===== config.mk =====
export PLATFORM = sky130hd
export DESIGN_NAME = refcount_unused_queue_evictor_top
export DESIGN_NICKNAME = d
export VERILOG_FILES = /design/src/sv/rcq_pkg.sv /design/src/sv/rcq_ctrl.sv /design/src/sv/rcq_dp.sv /design/src/sv/refcount_unused_queue_evictor_top.sv
export VERILOG_INCLUDE_DIRS = /design/src /design/src/sv
export SDC_FILE = /design/constraint.sdc
export NUM_CORES = 2
export LEC_CHECK = 0
export BUFFER_PORTS_ARGS = -buffer_cell sky130_fd_sc_hd__buf_2
export CAP_MARGIN = 20
export CORE_MARGIN = 3
export CORE_UTILIZATION = 36
export CTS_CLUSTER_SIZE = 30
export DETAILED_ROUTE_END_ITERATION = 16
export GPL_TIMING_DRIVEN = 1
export SYNTH_ARGS = -nofsm -noshare
export SYNTH_HDL_FRONTEND = slang
export SYNTH_HIERARCHICAL = 1
export SYNTH_SLANG_ARGS = --single-unit

===== constraint.sdc =====
create_clock -name clk -period 5.9 [get_ports clk]
set_input_delay 1.18 -clock clk [delete_from_list [all_inputs] [get_ports clk]]
set_output_delay 1.18 -clock clk [all_outputs]
set_load 0.05 [all_outputs]

===== src/sv/assert_macros.svh =====
// Assertion macros for a file that checks its own logic.
`ifndef ASSERT_MACROS_SVH
`define ASSERT_MACROS_SVH
// Implication checked on every clock edge outside reset.
`define CHK_IMPL(label, clk, rst_n, ante, cons, msg) \
  label: assert property (@(posedge clk) disable iff (!rst_n) (ante) |-> (cons)) \
    else $error(msg);
// Next-cycle implication checked outside reset.
`define CHK_NEXT(label, clk, rst_n, ante, cons, msg) \
  label: assert property (@(posedge clk) disable iff (!rst_n) (ante) |=> (cons)) \
    else $error(msg);
`endif


===== src/sv/rcq_pkg.sv =====
// Types and constants shared by the evictor controller and datapath.
package rcq_pkg;
  localparam int MAX_RESULTS = 8;
  localparam int RES_BITS    = 4;

  typedef enum logic [6:0] {
    ST_IDLE   = 7'b0000001,
    ST_READ   = 7'b0000010,
    ST_DECIDE = 7'b0000100,
    ST_UNLINK = 7'b0001000,
    ST_APPEND = 7'b0010000,
    ST_EVICT  = 7'b0100000,
    ST_EVFIX  = 7'b1000000
  } rcq_state_t;

  // Commands from the controller to the datapath.
  typedef struct packed {
    logic latch;
    logic read;
    logic decide;
    logic unlink;
    logic append;
    logic evict;
    logic evfix;
  } rcq_cmd_t;

  // Status from the datapath to the controller.
  typedef struct packed {
    logic go_unlink;
    logic go_append;
    logic go_evict;
    logic more_evict;
  } rcq_sts_t;
endpackage


===== src/sv/rcq_ctrl.sv =====
// Controller state machine of the evictor.
module rcq_ctrl import rcq_pkg::*; (
  input  logic     clk,
  input  logic     rst_n,
  input  logic     start,
  output logic     busy,
  output rcq_cmd_t cmd,
  input  rcq_sts_t sts
);
  rcq_state_t state_r, state_nxt;

  always_ff @(posedge clk) begin
    if (!rst_n) begin
      state_r <= ST_IDLE;
    end else begin
      state_r <= state_nxt;
    end
  end

  always_comb begin
    state_nxt = state_r;
    case (state_r)
      ST_IDLE: begin
        if (start) state_nxt = ST_READ;
      end
      ST_READ: begin
        state_nxt = ST_DECIDE;
      end
      ST_DECIDE: begin
        if (sts.go_unlink) state_nxt = ST_UNLINK;
        else if (sts.go_append) state_nxt = ST_APPEND;
        else state_nxt = ST_IDLE;
      end
      ST_UNLINK: begin
        state_nxt = ST_IDLE;
      end
      ST_APPEND: begin
        state_nxt = sts.go_evict ? ST_EVICT : ST_IDLE;
      end
      ST_EVICT: begin
        state_nxt = ST_EVFIX;
      end
      ST_EVFIX: begin
        state_nxt = sts.more_evict ? ST_EVICT : ST_IDLE;
      end
      default: begin
        state_nxt = ST_IDLE;
      end
    endcase
  end

  assign busy       = (state_r != ST_IDLE);
  assign cmd.latch  = (state_r == ST_IDLE) && start;
  assign cmd.read   = (state_r == ST_READ);
  assign cmd.decide = (state_r == ST_DECIDE);
  assign cmd.unlink = (state_r == ST_UNLINK);
  assign cmd.append = (state_r == ST_APPEND);
  assign cmd.evict  = (state_r == ST_EVICT);
  assign cmd.evfix  = (state_r == ST_EVFIX);
endmodule


===== src/sv/rcq_dp.sv =====
// Datapath of the evictor: count and link memories, queue registers, results.
module rcq_dp import rcq_pkg::*; #(
  parameter int ENTRIES    = 64,
  parameter int COUNT_BITS = 16
) (
  input  logic        clk,
  input  logic        rst_n,
  input  logic        in_operation,
  input  logic [5:0]  in_entry_index,
  input  logic        cfg_we,
  input  logic [6:0]  cfg_wdata,
  input  rcq_cmd_t    cmd,
  output rcq_sts_t    sts,
  output logic        out_valid,
  output logic        out_evicted_valid,
  output logic [5:0]  out_evicted_entry,
  output logic [15:0] out_use_count_after,
  output logic [6:0]  out_unused_length,
  output logic        out_error,
  output logic        out_last
);
  localparam int IW = (ENTRIES > 1) ? $clog2(ENTRIES) : 1;
  localparam int LW = $clog2(ENTRIES + 1);
  localparam logic [COUNT_BITS-1:0] CMAX = '1;

  // Memories: counts, links; queue membership in flip-flops (reset cleared).
  logic [COUNT_BITS-1:0] cnt_mem [ENTRIES];
  logic [IW-1:0] nxt_mem [ENTRIES];
  logic [IW-1:0] prv_mem [ENTRIES];
  logic [ENTRIES-1:0] inq_r;
  logic [ENTRIES-1:0] cvld_r;

  logic [6:0] max_r;
  logic [IW-1:0] head_r, tail_r;
  logic [LW-1:0] len_r;
  logic op_r, oor_r;
  logic [IW-1:0] e_r;
  logic [COUNT_BITS-1:0] crd_r, cnew_r;
  logic [IW-1:0] nrd_r, prd_r;
  logic [RES_BITS-1:0] k_r;
  logic [6:0] low_r;
  logic err_r;

  logic [COUNT_BITS-1:0] cnt_cur;
  logic [IW-1:0] mem_addr;
  logic [15:0] cnt16;
  logic [23:0] low_calc;
  logic [LW-1:0] len_dec;
  logic [7:0] len_w;
  logic [LW-1:0] len_app;

  logic go_un_c, go_ap_c, emit_c, ev_c;
  logic [COUNT_BITS-1:0] cn_c;
  logic er_c, upd_c;

  assign cnt_cur  = cvld_r[e_r] ? crd_r : '0;
  assign mem_addr = cmd.evict ? head_r : e_r;
  assign cnt16    = 16'(cnew_r);
  // Low watermark floor(9*max/10) by a reciprocal multiplication (6554/65536).
  assign low_calc = 24'(max_r) * 24'd9 * 24'd6554;
  assign len_dec  = (len_r != '0) ? len_r - 1'b1 : len_r;
  assign len_w    = 8'(len_r);
  assign len_app  = len_r + 1'b1;

  // Head link is read in the evict cycle, used in the fix cycle.
  always_ff @(posedge clk) begin
    crd_r <= cnt_mem[mem_addr];
    nrd_r <= nxt_mem[mem_addr];
    prd_r <= prv_mem[mem_addr];
    if (cmd.decide && upd_c) cnt_mem[e_r] <= cn_c;
    if (cmd.unlink) begin
      if (e_r != head_r) nxt_mem[prd_r] <= nrd_r;
      if (e_r != tail_r) prv_mem[nrd_r] <= prd_r;
    end
    if (cmd.append && len_r != '0) begin
      nxt_mem[tail_r] <= e_r;
      prv_mem[e_r]    <= tail_r;
    end
    if (cmd.evfix && head_r != tail_r) prv_mem[nrd_r] <= prd_r;
  end

  // Decision on the step, from the count read in the read cycle.
  always_comb begin
    er_c = 1'b0; upd_c = 1'b0; cn_c = cnt_cur;
    go_un_c = 1'b0; go_ap_c = 1'b0; ev_c = 1'b0; emit_c = 1'b1;
    if (oor_r) begin
      er_c = 1'b1; cn_c = '0;
    end else if (!op_r) begin
      if (cnt_cur == CMAX) begin
        er_c = 1'b1;
      end else begin
        cn_c = cnt_cur + 1'b1; upd_c = 1'b1;
        go_un_c = (cnt_cur == '0) && inq_r[e_r];
        emit_c = !go_un_c;
      end
    end else begin
      if (cnt_cur == '0) begin
        er_c = 1'b1;
      end else begin
        cn_c = cnt_cur - 1'b1; upd_c = 1'b1;
        if (cn_c == '0) begin
          if (max_r == '0) ev_c = 1'b1;
          else begin go_ap_c = 1'b1; emit_c = 1'b0; end
        end
      end
    end
  end

  assign sts.go_unlink  = go_un_c;
  assign sts.go_append  = go_ap_c;
  assign sts.go_evict   = (8'(len_app) > 8'(max_r));
  assign sts.more_evict = (k_r + 1'b1 != RES_BITS'(MAX_RESULTS)) &&
                          (8'(len_dec) > 8'(low_r)) && (len_dec != '0);

  always_ff @(posedge clk) begin
    if (cmd.latch) begin
      op_r  <= in_operation;
      oor_r <= (32'(in_entry_index) >= 32'(ENTRIES));
      e_r   <= IW'(in_entry_index);
    end
    if (cmd.decide) begin
      cnew_r <= cn_c;
      err_r  <= er_c;
    end
    if (cmd.append) begin
      k_r   <= '0;
      low_r <= low_calc[22:16];
    end
    if (cmd.evfix) k_r <= k_r + 1'b1;
  end

  always_ff @(posedge clk) begin
    if (!rst_n) begin
      max_r  <= 7'd64;
      inq_r  <= '0;
      cvld_r <= '0;
      head_r <= '0;
      tail_r <= '0;
      len_r  <= '0;
      out_valid <= 1'b0;
    end else begin
      out_valid <= 1'b0;
      if (cfg_we) max_r <= cfg_wdata;
      if (cmd.decide) begin
        if (upd_c) cvld_r[e_r] <= 1'b1;
        if (emit_c) begin
          out_valid           <= 1'b1;
          out_evicted_valid   <= ev_c;
          out_evicted_entry   <= ev_c ? 6'(e_r) : 6'd0;
          out_use_count_after <= 16'(cn_c);
          out_unused_length   <= 7'(len_w);
          out_error           <= er_c;
          out_last            <= 1'b1;
        end
      end
      if (cmd.unlink) begin
        if (e_r == head_r) head_r <= nrd_r;
        if (e_r == tail_r) tail_r <= prd_r;
        inq_r[e_r] <= 1'b0;
        len_r <= len_dec;
        out_valid           <= 1'b1;
        out_evicted_valid   <= 1'b0;
        out_evicted_entry   <= 6'd0;
        out_use_count_after <= cnt16;
        out_unused_length   <= 7'(8'(len_dec));
        out_error           <= 1'b0;
        out_last            <= 1'b1;
      end
      if (cmd.append) begin
        if (len_r == '0) head_r <= e_r;
        tail_r <= e_r;
        inq_r[e_r] <= 1'b1;
        len_r <= len_app;
        if (!sts.go_evict) begin
          out_valid           <= 1'b1;
          out_evicted_valid   <= 1'b0;
          out_evicted_entry   <= 6'd0;
          out_use_count_after <= cnt16;
          out_unused_length   <= 7'(8'(len_app));
          out_error           <= 1'b0;
          out_last            <= 1'b1;
        end
      end
      if (cmd.evfix) begin
        // Remove the head; its next link is in nrd_r.
        if (head_r == tail_r) tail_r <= prd_r;
        head_r <= nrd_r;
        inq_r[head_r] <= 1'b0;
        len_r <= len_dec;
        out_valid           <= 1'b1;
        out_evicted_valid   <= 1'b1;
        out_evicted_entry   <= 6'(head_r);
        out_use_count_after <= cnt16;
        out_unused_length   <= 7'(8'(len_dec));
        out_error           <= err_r;
        out_last            <= !((k_r + 1'b1 != RES_BITS'(MAX_RESULTS)) &&
                                (8'(len_dec) > 8'(low_r)) && (len_dec != '0));
      end
    end
  end
endmodule


===== src/sv/refcount_unused_queue_evictor_top.sv =====
// Top level of the use-counted entry evictor with an unused queue.
// The block keeps a use count per cache entry and a queue of unused entries.
// A request beat is taken on a clock edge where start is high and busy low:
// in_operation 0 acquires, 1 releases the entry in_entry_index.
// Every request gives one or more result beats, each shown for exactly one
// cycle with out_valid high; out_last marks the final beat of a request.
// A plain request is busy while it passes through the read and decide states
// and its result beat is registered as it leaves decide, so a new request
// can be taken only once the block is idle again; an acquire that unlinks from
// the queue or a release that appends also passes through the unlink or append state.
// Each eviction reads the head's link from the link memory in the evict state
// and unlinks the head in the evfix state.
// Eviction stops at the low watermark, floor(9*max/10), or after eight beats.
// cfg_we with cfg_wdata writes max_unused; the user must write only while the block idles (not enforced).
// Reset (synchronous, rst_n low) empties the queue, clears every count via
// per-entry valid bits and sets max_unused to 64; no clearing pass is needed.
// The receiver cannot stall: result beats are presented once and must be
// taken on the cycle they appear.
`include "assert_macros.svh"
module refcount_unused_queue_evictor_top import rcq_pkg::*; #(
  parameter int ENTRIES    = 64,
  parameter int COUNT_BITS = 16
) (
  input  logic        clk,
  input  logic        rst_n,
  input  logic        start,
  output logic        busy,
  input  logic        in_operation,
  input  logic [5:0]  in_entry_index,
  input  logic        cfg_we,
  input  logic [6:0]  cfg_wdata,
  output logic        out_valid,
  output logic        out_evicted_valid,
  output logic [5:0]  out_evicted_entry,
  output logic [15:0] out_use_count_after,
  output logic [6:0]  out_unused_length,
  output logic        out_error,
  output logic        out_last
);
  rcq_cmd_t cmd;
  rcq_sts_t sts;

  // The controller sequences each request; the datapath owns all storage.
  rcq_ctrl u_ctrl (
    .clk(clk), .rst_n(rst_n), .start(start), .busy(busy), .cmd(cmd), .sts(sts)
  );

  rcq_dp #(.ENTRIES(ENTRIES), .COUNT_BITS(COUNT_BITS)) u_dp (
    .clk(clk), .rst_n(rst_n),
    .in_operation(in_operation), .in_entry_index(in_entry_index),
    .cfg_we(cfg_we), .cfg_wdata(cfg_wdata),
    .cmd(cmd), .sts(sts),
    .out_valid(out_valid), .out_evicted_valid(out_evicted_valid),
    .out_evicted_entry(out_evicted_entry),
    .out_use_count_after(out_use_count_after),
    .out_unused_length(out_unused_length),
    .out_error(out_error), .out_last(out_last)
  );

  // A request is never accepted while a result beat is still to come.
  `CHK_IMPL(a_no_accept_busy, clk, rst_n, cmd.latch, !busy, "accept while busy")
  // An eviction beat always carries a clean error flag in a queue run.
  `CHK_IMPL(a_evict_ok, clk, rst_n, out_valid && out_evicted_valid, !out_error, "evict error")
  // The block is already idle while the final result beat is shown.
  `CHK_IMPL(a_idle_at_last, clk, rst_n, out_valid && out_last, !busy, "busy at last beat")
endmodule

**Yosys cells after proc, flatten, opt, wreduce, memory -nomap -nowiden**

Memory sizes are Yosys's and may differ from the RTL's. A register that Yosys moved wholly into a read port is not among the register bits.
Cells that the tools add are included.

- Register bits: 229
- Memory bits (writable): 1792
- Input port bits: 18
- Output and inout port bits: 34
- Word-level logic and storage cells: 203
- Memories kept: 3

- $add $sub $neg: 5
- Multiply operators: 2
- $lt $le $gt $ge: 6
- Equality and inequality tests: 17
- Mux-type cells: 121
- Bitwise logic cells: 7
- Reductions and logical operators: 22

Memory list:

| memory | words | bits a word | read ports | clocked after Yosys merged registers in | wr ports | line | source |
|---|---|---|---|---|---|---|---|
| u_dp.cnt_mem | 64 | 16 | 1 | 1 | 1 | rcq_dp.sv:27 | `logic [COUNT_BITS-1:0] cnt_mem [ENTRIES];` |
| u_dp.nxt_mem | 64 | 6 | 1 | 1 | 1 | rcq_dp.sv:28 | `logic [IW-1:0] nxt_mem [ENTRIES];` |
| u_dp.prv_mem | 64 | 6 | 1 | 1 | 1 | rcq_dp.sv:29 | `logic [IW-1:0] prv_mem [ENTRIES];` |

Operators by type and width:

| kind | number |
|---|---|
| 64-bit two-way mux | 5 |
| 16-bit two-way mux | 10 |
| 6-bit two-way mux | 25 |
| 64-bit bitwise AND | 2 |
| 64-bit NOT | 2 |
| 64-bit bitwise OR | 2 |
| 7-bit two-way mux | 12 |
| 1-bit two-way mux | 61 |
| 7-bit case mux with 6 select lines | 1 |
| 16-bit logical NOT | 2 |
| 11-bit by 12-bit multiplier with 22-bit output, second input constant | 1 |
| 6-bit equality test | 3 |
| 6-bit inequality test | 3 |
| 16-bit by 1-bit adder with 16-bit output, second input constant | 1 |
| 16-bit equality test, second input constant | 1 |
| 16-bit by 1-bit subtractor with 16-bit output, second input constant | 1 |
| 7-bit greater-than comparator | 2 |
| 7-bit logical NOT | 2 |
| 6-bit by 7-bit less-than comparator with 1-bit output, second input constant | 2 |
| 7-bit nonzero test | 2 |
| 1-bit binary-select mux with 6-bit select | 2 |
| 1-bit demux with 6-bit select | 2 |
| 6-bit by 1-bit greater-or-equal comparator with 1-bit output, second input constant | 2 |
| 6-bit OR reduction | 2 |
| other kinds (22) | 32 |

**Longest topological paths before layout**

- Word-level depth: 15
- Depth in mapped cells: 24
- Mapped depth without buffers: 24

**By module**

The synthesis kept the hierarchy.

Modules (own cells, without submodules):

| module | instances | cells an instance | area each (um^2) | seq. area each (um^2) |
|---|---|---|---|---|
| rcq_dp | 1 | 6174 | 94728.4 | 59487.1 |
| rcq_ctrl | 1 | 55 | 436.7 | 140.1 |

**Least setup slack after synthesis**

Ideal clock, no wire load.

- Kind: register -> register
- Start: register u_dp.max_r[1]
- End: register u_dp.low_r[6], data pin
- Setup time: 0.260 ns
- Arrival time: 5.977 ns
- Required time: 5.640 ns
- Path slack: -0.337 ns
- Stages on the path, launching flop included: 23
- Path buffers: 0
- Clock period less this slack: 6.237 ns
- Cells stage by stage: dfxtp_1 ha_1 ha_1 fa_1 a21o_1 a21oi_1 xnor2_1 ha_1 xor2_1 ha_1 inv_1 fa_1 inv_1 fa_1 fa_1 ha_1 a2111oi_0 o21ai_0 a31oi_1 o21ai_0 nor4_1 o31a_1 xnor2_1

- Word-level cells in the longest chain between the ends: 2

RTL lines:

| what | line | source |
|---|---|---|
| start: declaration | rcq_dp.sv:33 | `logic [6:0] max_r;` |
| start signal: assignment | rcq_dp.sv:143 | `if (cfg_we) max_r <= cfg_wdata;` |
| 7-bit by 4-bit multiplier with 11-bit output | rcq_dp.sv:60 | `assign low_calc = 24'(max_r) * 24'd9 * 24'd6554;` |
| 11-bit by 12-bit multiplier with 22-bit output | rcq_dp.sv:60 |  |
| via u_dp.low_calc[22] | rcq_dp.sv:47 | `logic [23:0] low_calc;` |
| end signal: assignment | rcq_dp.sv:127 | `low_r <= low_calc[22:16];` |
| end: declaration | rcq_dp.sv:41 | `logic [6:0] low_r;` |

The timed path passes the listed nets, and every way through them passes these cells.
A chain may end at the register's enable or synchronous reset.

**Worst setup path in the final report**

- Start: register u_dp.max_r[1]
- End: register u_dp.low_r[4], data pin

The elaborated chain is that of the path after synthesis.

==> impl_metrics.json <==
{
  "outcome": "complete, no violations",
  "critPathKind": "reg2reg",
  "maxCapViolCount": 0,
  "dp_hpwl_um": 163000,
  "drive_above_1_share_pct": 30.9,
  "crit_end": "u_dp/low_r[4]$_DFFE_PP_",
  "crit_fanout": 3,
  "fin_cells": 9955,
  "hold_viol_final": 0,
  "place_ws_ps": -211,
  "peakVddDrop_mv": 0.310,
  "highest_layer": "met5",
  "grt_pass1_wl_um": 398000,
  "period_share_pct": 98.2,
  "cts_tree": "built",
  "postLayoutCellArea_um2": 108000,
  "synth_area_leader_cell": "edfxtp_1",
  "yosysTopAreaCellShare_pct": 58.7,
  "antenna_left": 0,
  "start_kind": "register",
  "synthFlopType": "edfxtp_1",
  "rr_worst_depth": 24,
  "track_usage_pct": 19.5,
  "dieArea_um2": 271000,
  "ys_types": 82,
  "critPathCaptureType": "register",
  "syn_inst": 6229,
  "cp_num_buf_inv": 5,
  "clockPowerShare_pct": 35.7,
  "antenna_found_initial": 6,
  "die_height_um": 520,
  "drt_first_pass_iters": 6,
  "synth.mux.area_fraction_pct": 20.0,
  "ios": 52,
  "p_int_w": 0.0267,
  "postLayoutCoreUtil_pct": 41.0,
  "power_leakage_nw": 34.5,
  "wl_met2_um": 124000,
  "yosys.area_share.simple_pct": 5.99,
  "synth_warnings": 6,
  "netlist_top_cells_count": "1,859 x edfxtp_1, 711 x mux2_2, 554 x nand2_1",
  "setup_viol": 0,
  "wl_met3_um": 21100,
  "synth_xor_xnor_area_share_pct": 0.727,
  "rr_endpoint": "u_dp/low_r[4]$_DFFE_PP_",
  "start_util_pct": 36.2,
  "max_slew_margin_pct": 25.3,
  "grt_setup_unrepaired": "yes",
  "async_reset_ff_share_pct": 0,
  "syn2layout_area_growth_pct": 13.1,
  "fp.coreArea_um2": 263000,
  "crit_path_start": "u_dp/max_r[1]$_SDFFE_PN0P_",
  "cts_buffer_depth": 3,
  "synth-compound-area-share_pct": 6.14,
  "yosysMostFrequentCell": "edfxtp_1",
  "portBuffers": 51,
  "ys_seq_area_share_pct": 62.7,
  "comb_power_share_pct": 17.5,
  "synthAdderAreaFrac_pct": 1.86,
  "synth_seq_cells": 2049,
  "routabilityCongestion": 0.865,
  "seq_power_share_pct": 46.8,
  "wl_met1_um": 115000,
  "place_area_um2": 101000,
  "wirelength_um": 270000,
  "first_global_vias": 57454,
  "fin_ws_ps": 105,
  "netlist_area_um2": 95200,
  "hold_class": "reg2reg",
  "post_drt_via_cell_ratio": 5.77,
  "r2r_start": "u_dp/max_r[1]$_SDFFE_PN0P_",
  "crit_slowest_cell": "fa_1",
  "drv_slew": 0,
  "clk_pin_slew_ps": 60,
  "place_inst": 9552,
  "rows": 188,
  "switching_share_pct": 27.1,
  "ctsHtreeMaxLevel": 4,
  "worst_path_largest_cell_delay_ps": 540,
  "timing.hold.ws_ps": 466,
  "critPathTopFamily": "adder cells",
  "synth_fp_nets": 6370,
  "fmax_mhz": 173,
  "fin_skew_ps": 86.3,
  "crit_required_ps": 6530,
  "cts.sinks": 2049,
  "clkLatencyLatePin_ps": 880,
  "dr.first_iter.drc_count": 6117,
  "hold_buffers": 0,
  "vias": 57470,
  "cp_num_cells": 24,
  "wl_per_cell_um": 27.1,
  "nets": 6401,
  "crit_chain": "ha_4 > ha_4 > fa_2 > a21o_1 > a21oi_4 > xnor2_4 > ha_4 > inv_1 > fa_1 > inv_2 > fa_1 > inv_2 > fa_1 > inv_2 > fa_1 > ha_4 > a2111oi_4 > o21ai_2 > a31oi_4 > o21ai_2 > buf_4 > o21a_1 > nor2_2 > xnor2_1",
  "clock-root-buffer": "clkbuf_16",
  "drc_errors": 0,
  "numCtsBuffers": 208,
  "worst_pin_slew_ps": 1110,
  "grt_overflow": 0,
  "synth_edf_count": 1859,
  "avgSynthCellArea_um2": 15.3,
  "p_per_area_nw_per_um2": 340,
  "arrival_ps": 6430,
  "switchingPower_w": 0.00992,
  "synth_top_family_by_area": "multiplexers",
  "grt_start_max_net_pins": 103,
  "ff2ff_setup_slack_ps": 110,
  "finalCriticalPeriod_ps": 5790,
  "die_x_um": 520,
  "synth.area.top_cells": "edfxtp_1 59%, mux4_2 11%, mux2_2 8.4%, dfxtp_1 4.0%, nand2_1 2.2%"
}
-- final cells by class --
type	instances	area [um^2]
fillers	23772	155000
flip-flops and latches	2049	59700
multi-input cells	3566	33700
clock buffers	273	5540
well taps	3515	4400
repair buffers	349	2800
clock inverters	113	1210
inverters	86	323
diodes	4	10.0
-- power by group through the flow --
stage	sequential (W)	clock [W]	combinational (W)
2_1_floorplan	0.0173	0	0.00416
3_3_place_gp	0.0174	0	0.00613
3_5_place_dp	0.0174	0	0.00626
4_1_cts	0.0171	0.0133	0.00634
5_1_grt	0.0171	0.0139	0.00694
6_report	0.0171	0.0131	0.00641
-- through the flow --
stage / TNS [ps] / total power (W)
finish: 0 / 0.0366
global route: -309 / 0.0379
CTS: 0 / 0.0368
detailed placement: -575 / 0.0237
global placement: -934 / 0.0235
floorplan: 0 / 0.0214
-- state kept, by name (all words and copies together) (netlist names), 16 cells and up --
signal	count
u_dp/cnt_mem	1024
u_dp/cnew_r	16
u_dp/prv_mem	384
u_dp/inq_r	64
u_dp/cvld_r	64
u_dp/crd_r	16
u_dp/out_use_count_after	16
u_dp/nxt_mem	384
-- logic make-up (layout without fill, tap and decap cells) --
group	Yosys count	after routing
flip-flops	2049	2049
AND/OR/NAND/NOR	1240	1240
multiplexers	1228	1228
AO/OA/AOI/OAI	896	896
buffers and inverters	614	821
adder cells (fa/ha/maj)	123	123
XOR/XNOR	79	79
other	0	4
-- metal layers --
layer | track usage [%] | vias to the layer above
met5 | 0 | -
li1 | - | 24435
met4 | 6.85 | 2
met3 | 3.74 | 466
met2 | 30.2 | 2419
met1 | 27.4 | 30148
-- cells in the final DEF, fill, tap and decap left out, drive strengths merged, types with 33 or more instances in the layout --
| cell type | netlist | layout |
|---|---|---|
| buf | 107 | 348 |
| a311oi | 56 | 56 |
| mux2 | 711 | 711 |
| inv | 84 | 89 |
| mux4 | 468 | 468 |
| a31oi | 62 | 62 |
| ha | 92 | 92 |
| and2 | 129 | 129 |
| o22ai | 55 | 55 |
| o21a | 75 | 75 |
| nand3 | 42 | 42 |
| nor2 | 256 | 256 |
| a21oi | 92 | 92 |
| clkinv | 2 | 86 |
| a211oi | 155 | 155 |
| edfxtp | 1859 | 1859 |
| xor2 | 33 | 33 |
| clkbuf | 421 | 274 |
| xnor2 | 46 | 46 |
| nor3 | 103 | 103 |
| dfxtp | 190 | 190 |
| nand2 | 554 | 554 |
| o21ai | 268 | 268 |
| mux2i | 49 | 49 |
| a22oi | 67 | 67 |
-- what timing repair did --
action / in CTS / in global routing
pin swaps: 1 / 15
endpoints found under the setup margin: 4 / 6
resized for setup: 11 / 23
setup buffers: 1 / 6
-- how the worst min path moves through the flow --
stage	cells past startpoint	to	from	slack, ps
after floorplan	1	u_dp/cvld_r[1]$_SDFFE_PN0P_	u_dp/cvld_r[1]$_SDFFE_PN0P_	440
after detailed placement	1	u_dp/cvld_r[14]$_SDFFE_PN0P_	u_dp/cvld_r[14]$_SDFFE_PN0P_	450
after global routing	1	u_dp/op_r$_DFFE_PP_	in_operation	420
final	1	u_dp/cvld_r[15]$_SDFFE_PN0P_	u_dp/cvld_r[15]$_SDFFE_PN0P_	470
after CTS	1	u_dp/op_r$_DFFE_PP_	in_operation	390
after global placement	1	u_dp/cvld_r[14]$_SDFFE_PN0P_	u_dp/cvld_r[14]$_SDFFE_PN0P_	440
Note: power is estimated with default switching activity, not from simulation.
